$ cat src/rtl/sli_pkg.sv
// sli_pkg: shared types and constants for the sorted list intersection block
// no dependencies
`timescale 1ns / 1ps

package sli_pkg;

    localparam int SLI_LIST_DEPTH = 64;
    localparam int SLI_VALUE_BITS = 16;
    localparam int SLI_FIELD_W    = 16;
    localparam int SLI_CMD_W      = 2;

    localparam logic [SLI_CMD_W-1:0] CMD_LEFT  = 2'd0;
    localparam logic [SLI_CMD_W-1:0] CMD_RIGHT = 2'd1;
    localparam logic [SLI_CMD_W-1:0] CMD_RUN   = 2'd2;

    typedef enum logic [1:0] {
        ST_IDLE,
        ST_READ,
        ST_CMP,
        ST_FINISH
    } t_state;

    typedef struct packed {
        logic adv_left;
        logic adv_right;
        logic take_match;
        logic emit_pend;
        logic finish;
    } t_step;

endpackage

$ cat src/rtl/sli_list_mem.sv
// sli_list_mem: one list store, single write port, registered read port
// depends on sli_pkg; instanced twice by the top level
`timescale 1ns / 1ps

module sli_list_mem
    import sli_pkg::*;
#(
    parameter int DEPTH = SLI_LIST_DEPTH,
    parameter int WIDTH = SLI_FIELD_W
) (
    input  logic                     i_clk,
    input  logic                     i_we,
    input  logic [$clog2(DEPTH)-1:0] i_waddr,
    input  logic [WIDTH-1:0]         i_wdata,
    input  logic [$clog2(DEPTH)-1:0] i_raddr,
    output logic [WIDTH-1:0]         o_rdata
);

    logic [WIDTH-1:0] r_mem [DEPTH];
    logic [WIDTH-1:0] r_rdata;

    always_ff @(posedge i_clk) begin
        if (i_we) begin
            r_mem[i_waddr] <= i_wdata;
        end
        r_rdata <= r_mem[i_raddr];
    end

    assign o_rdata = r_rdata;

endmodule

$ cat src/rtl/sli_merge_ctrl.sv
// sli_merge_ctrl: list counts, load path, merge sequencer and result register
// depends on sli_pkg; drives the two sli_list_mem stores
`timescale 1ns / 1ps

module sli_merge_ctrl
    import sli_pkg::*;
#(
    parameter int LIST_DEPTH = SLI_LIST_DEPTH,
    parameter int STORE_W    = SLI_FIELD_W
) (
    input  logic                          i_clk,
    input  logic                          i_rst_n,
    input  logic                          i_valid,
    output logic                          o_stall,
    input  logic [SLI_CMD_W-1:0]          i_command,
    input  logic [STORE_W-1:0]            i_value,
    output logic                          o_we_left,
    output logic                          o_we_right,
    output logic [$clog2(LIST_DEPTH)-1:0] o_waddr,
    output logic [$clog2(LIST_DEPTH)-1:0] o_raddr_left,
    output logic [$clog2(LIST_DEPTH)-1:0] o_raddr_right,
    input  logic [STORE_W-1:0]            i_rdata_left,
    input  logic [STORE_W-1:0]            i_rdata_right,
    output logic                          o_valid,
    input  logic                          i_stall,
    output logic [STORE_W-1:0]            o_match,
    output logic                          o_has_match,
    output logic                          o_last,
    output logic                          o_ovf
);

    localparam int AW = $clog2(LIST_DEPTH);
    localparam int CW = $clog2(LIST_DEPTH + 1);
    localparam logic [CW-1:0] FULL = CW'(LIST_DEPTH);

    t_state r_state, n_state;
    t_step  step;

    logic [CW-1:0]      r_lcnt, r_rcnt, r_li, r_ri;
    logic               r_ovf;
    logic [STORE_W-1:0] r_pend;
    logic               r_pend_v;
    logic               r_out_v;
    logic [STORE_W-1:0] r_out_val;
    logic               r_out_has, r_out_last, r_out_ovf;

    logic accept, slot_free, more, load_left, load_right, start_run;

    assign accept    = i_valid && !o_stall;
    assign slot_free = !r_out_v || !i_stall;
    assign more      = (r_li < r_lcnt) && (r_ri < r_rcnt);

    always_comb begin
        load_left  = 1'b0;
        load_right = 1'b0;
        start_run  = 1'b0;
        unique case (i_command)
            CMD_LEFT:  load_left  = accept;
            CMD_RIGHT: load_right = accept;
            CMD_RUN:   start_run  = accept;
            default: ;
        endcase
    end

    // step decode per state
    always_comb begin
        step = '0;
        unique case (r_state)
            ST_CMP: begin
                if (i_rdata_left > i_rdata_right) begin
                    step.adv_right = 1'b1;
                end else if (i_rdata_left < i_rdata_right) begin
                    step.adv_left = 1'b1;
                end else if (!r_pend_v || slot_free) begin
                    step.adv_left   = 1'b1;
                    step.adv_right  = 1'b1;
                    step.take_match = 1'b1;
                    step.emit_pend  = r_pend_v;
                end
            end
            ST_FINISH: step.finish = slot_free;
            default: ;
        endcase
    end

    always_comb begin
        n_state = r_state;
        unique case (r_state)
            ST_IDLE:   if (start_run) n_state = ST_READ;
            ST_READ:   n_state = more ? ST_CMP : ST_FINISH;
            ST_CMP:    if (step.adv_left || step.adv_right) n_state = ST_READ;
            ST_FINISH: if (step.finish) n_state = ST_IDLE;
            default:   n_state = ST_IDLE;
        endcase
    end

    always_ff @(posedge i_clk) begin
        if (!i_rst_n) begin
            r_state  <= ST_IDLE;
            r_lcnt   <= '0;
            r_rcnt   <= '0;
            r_li     <= '0;
            r_ri     <= '0;
            r_ovf    <= 1'b0;
            r_pend_v <= 1'b0;
            r_out_v  <= 1'b0;
        end else begin
            r_state <= n_state;
            if (load_left) begin
                if (r_lcnt < FULL) r_lcnt <= CW'(r_lcnt + 1'b1);
                else r_ovf <= 1'b1;
            end
            if (load_right) begin
                if (r_rcnt < FULL) r_rcnt <= CW'(r_rcnt + 1'b1);
                else r_ovf <= 1'b1;
            end
            if (start_run) begin
                r_li     <= '0;
                r_ri     <= '0;
                r_pend_v <= 1'b0;
            end
            if (step.adv_left)   r_li <= CW'(r_li + 1'b1);
            if (step.adv_right)  r_ri <= CW'(r_ri + 1'b1);
            if (step.take_match) r_pend_v <= 1'b1;
            if (step.finish) begin
                r_lcnt   <= '0;
                r_rcnt   <= '0;
                r_ovf    <= 1'b0;
                r_pend_v <= 1'b0;
            end
            if (step.emit_pend || step.finish) r_out_v <= 1'b1;
            else if (r_out_v && !i_stall) r_out_v <= 1'b0;
        end
    end

    always_ff @(posedge i_clk) begin
        if (step.take_match) r_pend <= i_rdata_left;
        if (step.emit_pend || step.finish) begin
            r_out_val  <= r_pend_v ? r_pend : '0;
            r_out_has  <= r_pend_v;
            r_out_last <= step.finish;
            r_out_ovf  <= r_ovf;
        end
    end

    assign o_stall       = (r_state != ST_IDLE);
    assign o_we_left     = load_left && (r_lcnt < FULL);
    assign o_we_right    = load_right && (r_rcnt < FULL);
    assign o_waddr       = load_left ? r_lcnt[AW-1:0] : r_rcnt[AW-1:0];
    assign o_raddr_left  = r_li[AW-1:0];
    assign o_raddr_right = r_ri[AW-1:0];
    assign o_valid       = r_out_v;
    assign o_match       = r_out_val;
    assign o_has_match   = r_out_has;
    assign o_last        = r_out_last;
    assign o_ovf         = r_out_ovf;

endmodule

$ cat src/rtl/sorted_list_intersection.sv
// sorted_list_intersection: load beats are written into the stores, one load per cycle while idle
// a run alternates registered store reads (ST_READ) and a compare (ST_CMP) per merge step,
// then ST_FINISH; result stalls can hold ST_CMP and ST_FINISH; input stalls meanwhile
// synchronous active-low reset empties both lists and clears the overflow flag
// store contents are not reset; depends on sli_pkg, sli_list_mem, sli_merge_ctrl
`timescale 1ns / 1ps

module sorted_list_intersection
    import sli_pkg::*;
#(
    parameter int LIST_DEPTH = SLI_LIST_DEPTH,
    parameter int VALUE_BITS = SLI_VALUE_BITS
) (
    input  logic                   i_clk,
    input  logic                   i_rst_n,
    input  logic                   i_valid,
    output logic                   o_stall,
    input  logic [SLI_CMD_W-1:0]   i_command,
    input  logic [SLI_FIELD_W-1:0] i_item_value,
    output logic                   o_valid,
    input  logic                   i_stall,
    output logic [SLI_FIELD_W-1:0] o_match_value,
    output logic                   o_has_match,
    output logic                   o_last_result,
    output logic                   o_overflow_seen
);

    localparam int AW = $clog2(LIST_DEPTH);
    localparam int SW = (VALUE_BITS < SLI_FIELD_W) ? VALUE_BITS : SLI_FIELD_W;

    logic          we_left, we_right;
    logic [AW-1:0] waddr, raddr_left, raddr_right;
    logic [SW-1:0] rdata_left, rdata_right, match;

    sli_merge_ctrl #(
        .LIST_DEPTH (LIST_DEPTH),
        .STORE_W    (SW)
    ) u_ctrl (
        .i_clk         (i_clk),
        .i_rst_n       (i_rst_n),
        .i_valid       (i_valid),
        .o_stall       (o_stall),
        .i_command     (i_command),
        .i_value       (i_item_value[SW-1:0]),
        .o_we_left     (we_left),
        .o_we_right    (we_right),
        .o_waddr       (waddr),
        .o_raddr_left  (raddr_left),
        .o_raddr_right (raddr_right),
        .i_rdata_left  (rdata_left),
        .i_rdata_right (rdata_right),
        .o_valid       (o_valid),
        .i_stall       (i_stall),
        .o_match       (match),
        .o_has_match   (o_has_match),
        .o_last        (o_last_result),
        .o_ovf         (o_overflow_seen)
    );

    sli_list_mem #(.DEPTH(LIST_DEPTH), .WIDTH(SW)) u_left (
        .i_clk   (i_clk),
        .i_we    (we_left),
        .i_waddr (waddr),
        .i_wdata (i_item_value[SW-1:0]),
        .i_raddr (raddr_left),
        .o_rdata (rdata_left)
    );

    sli_list_mem #(.DEPTH(LIST_DEPTH), .WIDTH(SW)) u_right (
        .i_clk   (i_clk),
        .i_we    (we_right),
        .i_waddr (waddr),
        .i_wdata (i_item_value[SW-1:0]),
        .i_raddr (raddr_right),
        .o_rdata (rdata_right)
    );

    assign o_match_value = SLI_FIELD_W'(match);

endmodule

$ cat config.mk
export PLATFORM = sky130hd
export DESIGN_NAME = sorted_list_intersection
export DESIGN_NICKNAME = d
export VERILOG_FILES = /design/src/rtl/sli_pkg.sv /design/src/rtl/sli_list_mem.sv /design/src/rtl/sli_merge_ctrl.sv /design/src/rtl/sorted_list_intersection.sv
export SDC_FILE = /design/constraint.sdc
export NUM_CORES = 2
export LEC_CHECK = 0
export ABC_AREA = 0
export BUFFER_PORTS_ARGS = -buffer_cell sky130_fd_sc_hd__buf_2
export CAP_MARGIN = 20
export CORE_MARGIN = 3
export CORE_UTILIZATION = 40
export CTS_CLUSTER_DIAMETER = 50
export DETAILED_ROUTE_END_ITERATION = 8
export GPL_TIMING_DRIVEN = 0
export SLEW_MARGIN = 0
export SYNTH_ARGS = -nofsm -noshare
export SYNTH_HDL_FRONTEND = slang
export SYNTH_SLANG_ARGS = --single-unit
$ cat constraint.sdc
create_clock -name i_clk -period 3.3 [get_ports i_clk]
set_input_delay 0.33 -clock i_clk [delete_from_list [all_inputs] [get_ports i_clk]]
set_output_delay 0.33 -clock i_clk [all_outputs]
set_load 0.02 [all_outputs]
# Word level (Yosys, flattened, before mapping)
# Memory sizes are Yosys's and may differ from the RTL's. A register that Yosys moved wholly into a read port is not among the register bits.
# Cells that the tools add are included.
# classes
add_sub_neg	4
magnitude_cmp	6
n_eq_ne	8
muxes	32
bitwise_logic	1
reduce_logical	24
# ops
cell	count
adder 7 x 1 -> 7 bit, second input constant	4
2-to-1 mux 7 bit	3
2-to-1 mux 1 bit	20
> comparator 16 bit	1
less-than comparator 16 bit	1
less-than comparator 7 bit	2
less-than comparator 7 bit, second input constant	2
nonzero test 2 bit	5
2-to-1 mux 2 bit	4
2-to-1 mux 4 bit	2
one-hot mux 2 bit (4 select lines)	1
equality test 2 bit, second input constant	3
2-to-1 mux 6 bit	1
inequality test 2 x 1 -> 1 bit, second input constant	3
logical AND 1 bit	5
equality test 2 x 1 -> 1 bit, second input constant	2
logical NOT 1 bit	4
logical NOT 2 bit	2
logical OR 1 bit	4
AND reduction 2 bit	2
2-to-1 mux 3 bit	1
AND reduction 3 bit	1
OR reduction 2 bit	1
NOT 1 bit	1
# totals
ff_bits	68
ram_bits	2048
mem_count	2
# mem_list
memory	depth	width	rd	rd_clocked_by_memory_dff	write_ports	line_no	rtl
u_left.r_mem	64	16	1	1	1	sli_list_mem.sv:19	logic [WIDTH-1:0] r_mem [DEPTH];
u_right.r_mem	64	16	1	1	1	sli_list_mem.sv:19	

# Depth between registers and ports, before layout
# depth
word_depth	10
depth_mapped	9
mapped_depth_nobuf	8

# Cells and area by module
# From an unflattened synthesis, not the netlist that was laid out.
# hier_totals
hier_cells	4022
hier_area_um2	83744.1
# modules_own_cells
module	n_inst	cells_per_inst	area_each_um2
sli_list_mem	2	1829	40042.2
sli_merge_ctrl	1	364	3659.8

# Least setup slack after synthesis
# No wires, ideal clock.
# synth_timing
path_type	register to register
from	register u_right.r_rdata[1] (netlist: u_right.o_rdata[1]), read port of u_right.r_mem
to	register u_ctrl.r_out_has (netlist: u_ctrl.o_has_match) (enable)
setup_time_ns	0.395
t_arrival_ns	2.527
path_slack_ns	0.379
path_stages_with_launch	10
path_buffers	1
cell_sequence	dfxtp_1 inv_1 ha_1 nor2b_1 o211ai_1 a2111oi_2 or3_1 clkbuf_1 a32oi_1 nor2_1
# synth_via
elab_chain_cells	5
word_cells_on_any_way	6
cone_classes	order compare (2); mux (3); reduce/logical (1)
# synth_rtl
element	line_no	rtl
start: declaration	sli_list_mem.sv:20	logic [WIDTH-1:0] r_rdata;
less-than comparator 16 bit	sli_merge_ctrl.sv:72	end else if (i_rdata_left < i_rdata_right) begin
2-to-1 mux 3 bit	sli_merge_ctrl.sv:72	
2-to-1 mux 2 bit (*)	sli_merge_ctrl.sv:70	if (i_rdata_left > i_rdata_right) begin
2-to-1 mux 4 bit (*)	sli_merge_ctrl.sv:68	unique case (r_state)
logical OR 1 bit (*)	sli_merge_ctrl.sv:138	if (step.emit_pend || step.finish) begin
end signal: assignment	sli_merge_ctrl.sv:140	r_out_has <= r_pend_v;
end: declaration	sli_merge_ctrl.sv:45	logic r_out_has, r_out_last, r_out_ovf;
# Every way passes the cells marked *; elsewhere a longest branch is shown, timed or not.
# A chain may end at the register's enable or synchronous reset.

==> flow_summary.toml <==
[outcome]
outcome = "finished with violations"
violations = "negative setup slack"

[finish]
finalInstanceArea_mm2 = 0.0962
area_delta_synth_final_pct = 16.8
drive_gt1_frac = 0.344
multi_input_area_mm2 = 0.0182
fin_cells = 6798
finish.utilization = 0.473
final_net_count = 4003
regArea_mm2 = 0.0639
nFillCells = 16382

[clock_network]
cts_made_buffers = 209
cts_buffer_depth = 3
cts.sinks = 2148
cts_tree = "yes"
clock-root-buffer = "clkbuf_16"
clock_latency_ns = 0.86
clkTransAtPathRegs_ns = 0.06
htreeDepth = 4

[critical_path]
crit_chain = "buf_2, buf_2, clkbuf_2, mux4_2, mux4_2, o22ai_1, nor2_1"
worstPathArrival_ns = 4.03
cpMaxStageDelayCell = "mux4_2"
max_stage_delay_ns = 0.56
critical_path_class = "reg -> reg"
start_kind = "flop"
cp-end-kind = "flop"
cp_max_fo = 10
crit_required_ns = 3.98

[placed_design]
post-dp-hpwl_mm = 142
place_ws_ns = -0.755
io_buffer_count = 42
dp.cells = 6390
post_dp_cell_area_mm2 = 0.0888
place_congestion = 0.873

[timing]
setup-tns-final_ns = -0.218
fmax_ghz = 0.299
holdWs_ns = 0.0439
slew_headroom = 0.234
setup_viol = 10
rsz0062_at_grt = "true"
slew_violations = 0
fin_ws_ns = -0.0491
min_period_ns = 3.35
tightest_slew_ns = 1.15
skew_ns = 0.0351
fin_crit_sh = 1.01
final_hold_viol_count = 0

[synthesis]
synth_edf_count = 2083
synth_top_area_cell = "edfxtp_1"
synthCells = 3533
ys.flop_type = "edfxtp_1"
syn_avg_cell_area_um2 = 23.3
ys_warn_count = 0
yosysUniqueCellTypes = 64
synth_seq_area_share = 0.776
synth_nets = 3587
ys_top_cells_by_area = "edfxtp_1, mux4_2, dfxtp_1"
synth_area_mm2 = 0.0823
ys_async_sr_fraction = 0
yosysMostFrequentCell = "edfxtp_1"
ys_ff_latch = 2148
ys_top_cells_by_count = "edfxtp_1, mux4_2, nor2_1"
yosysTopAreaCellShare = 0.760

[drt]
first_pass_iters = 8
drt_iter0_drc = 4607
antenna_left = 0
wl_per_cell_um = 30.6
drt_wl_total_mm = 208
drcViolationCount = 0
viasPerCell = 5.73
vias = 38978

[floorplan]
start_util = 0.405
die_area_mm2 = 0.211
core_mm2 = 0.203
rows = 165
dieWidth_um = 460
pin_count = 43
fp.dieH_um = 460

[power]
total_power_mw = 54.7
irDropWorstVdd_mv = 0.537
power.density_mw_per_mm2 = 568
p_leak_nw = 29.1

[global_route]
track_usage = 0.198
grt_pass1_vias = 39201
antenna_found_initial = 8
grt_pass1_wl_mm = 297
grt_remaining_overflow = 0
grt_max_degree = 93

[run]
cap_violations = 0

[worst_hold_path]
hp-class = "in -> reg"
## path summary, 6_finish.rpt
check	cells after the start	to	slack, ns	start
max reg2reg	7	u_left.o_rdata[1]	-0.05	u_ctrl.r_li[1]
min reg2reg	1	u_ctrl.o_match[1]	0.52	u_ctrl.r_pend[1]
max	7	u_left.o_rdata[1]	-0.05	u_ctrl.r_li[1]
min	1	u_left.r_mem[55][1]	0.04	i_item_value[1]
## sequential cells by signal, indices dropped and copies added (netlist names), 7 cells and up
signal           cells
u_right.r_mem     1024
u_ctrl.o_match      16
u_ctrl.r_ri          7
u_left.r_mem      1024
u_ctrl.r_li          7
u_ctrl.r_pend       16
u_ctrl.r_rcnt        7
u_left.o_rdata      16
u_ctrl.r_lcnt        7
u_right.o_rdata     16
## worst max-delay path, delay by kind of cell, from the launching register on
family	cells	cell delay, ns
DFF	1	0.38
AOI/OAI and AO/OA	1	0.49
buffers and inverters	3	1.10
and+or+nand+nor	1	0.20
muxes	2	0.99
## cells in the final DEF (no fill, tap or decap), types with 16 or more instances in the layout
master | synthesis | final
clkbuf_2 | 0 | 37
ha_1 | 32 | 32
mux4_2 | 634 | 634
clkbuf_16 | 0 | 210
nor2_2 | 0 | 92
nand3_1 | 21 | 20
o22ai_1 | 52 | 43
nand2_1 | 40 | 30
clkinv_1 | 0 | 42
inv_1 | 32 | 32
clkbuf_1 | 97 | 111
buf_8 | 0 | 107
clkinv_2 | 0 | 31
nor2_4 | 0 | 37
buf_4 | 8 | 32
nor2_1 | 184 | 55
and2_1 | 19 | 19
nand4_1 | 16 | 16
edfxtp_1 | 2083 | 2083
dfxtp_1 | 65 | 65
buf_2 | 53 | 74
buf_16 | 0 | 33
## logic make-up after synthesis
group / Yosys count / share of synthesized area
XOR/XNOR: 9 / 0.000958
multiplexers: 648 / 0.175
AND/OR/NAND/NOR: 347 / 0.0199
adder cells (fa/ha/maj): 32 / 0.00486
buffers and inverters: 213 / 0.0119
AO/OA/AOI/OAI: 136 / 0.0115
flip-flops: 2148 / 0.776
## power by group
| part | internal (mW) | switching, mW |
|---|---|---|
| clock network | 13.0 | 10.3 |
| registers | 29.9 | 0.0368 |
| logic | 0.464 | 0.955 |
## metal layers
metal,share of wire,GRT usage,vias up,routed length (µm)
li1,-,-,15947,-
met1,0.41,0.274,21224,85200
met2,0.49,0.320,1489,102000
met3,0.066,0.0342,318,13700
met4,0.034,0.0649,0,7100
met5,0,0,-,0
## cell type report
class	instances	share of cell area
Sequential cell	2148	0.664
Multi-Input combinational cell	1172	0.189
Clock buffer	269	0.0574
Tap cell	2672	0.0348
Timing Repair Buffer	205	0.0315
Clock inverter	113	0.0116
Buffer	181	0.0103
Inverter	32	0.00125
Antenna cell	6	0.000156
## timing repair
item,CTS,global route
cloned,0,0
buffers inserted,3,4
resized for setup,117,30
pin swaps,3,2
hold buffers,13,0
hold endpoints to repair,159,0
endpoints found under the setup margin,1485,1085
(Power assumes the default switching activity.)
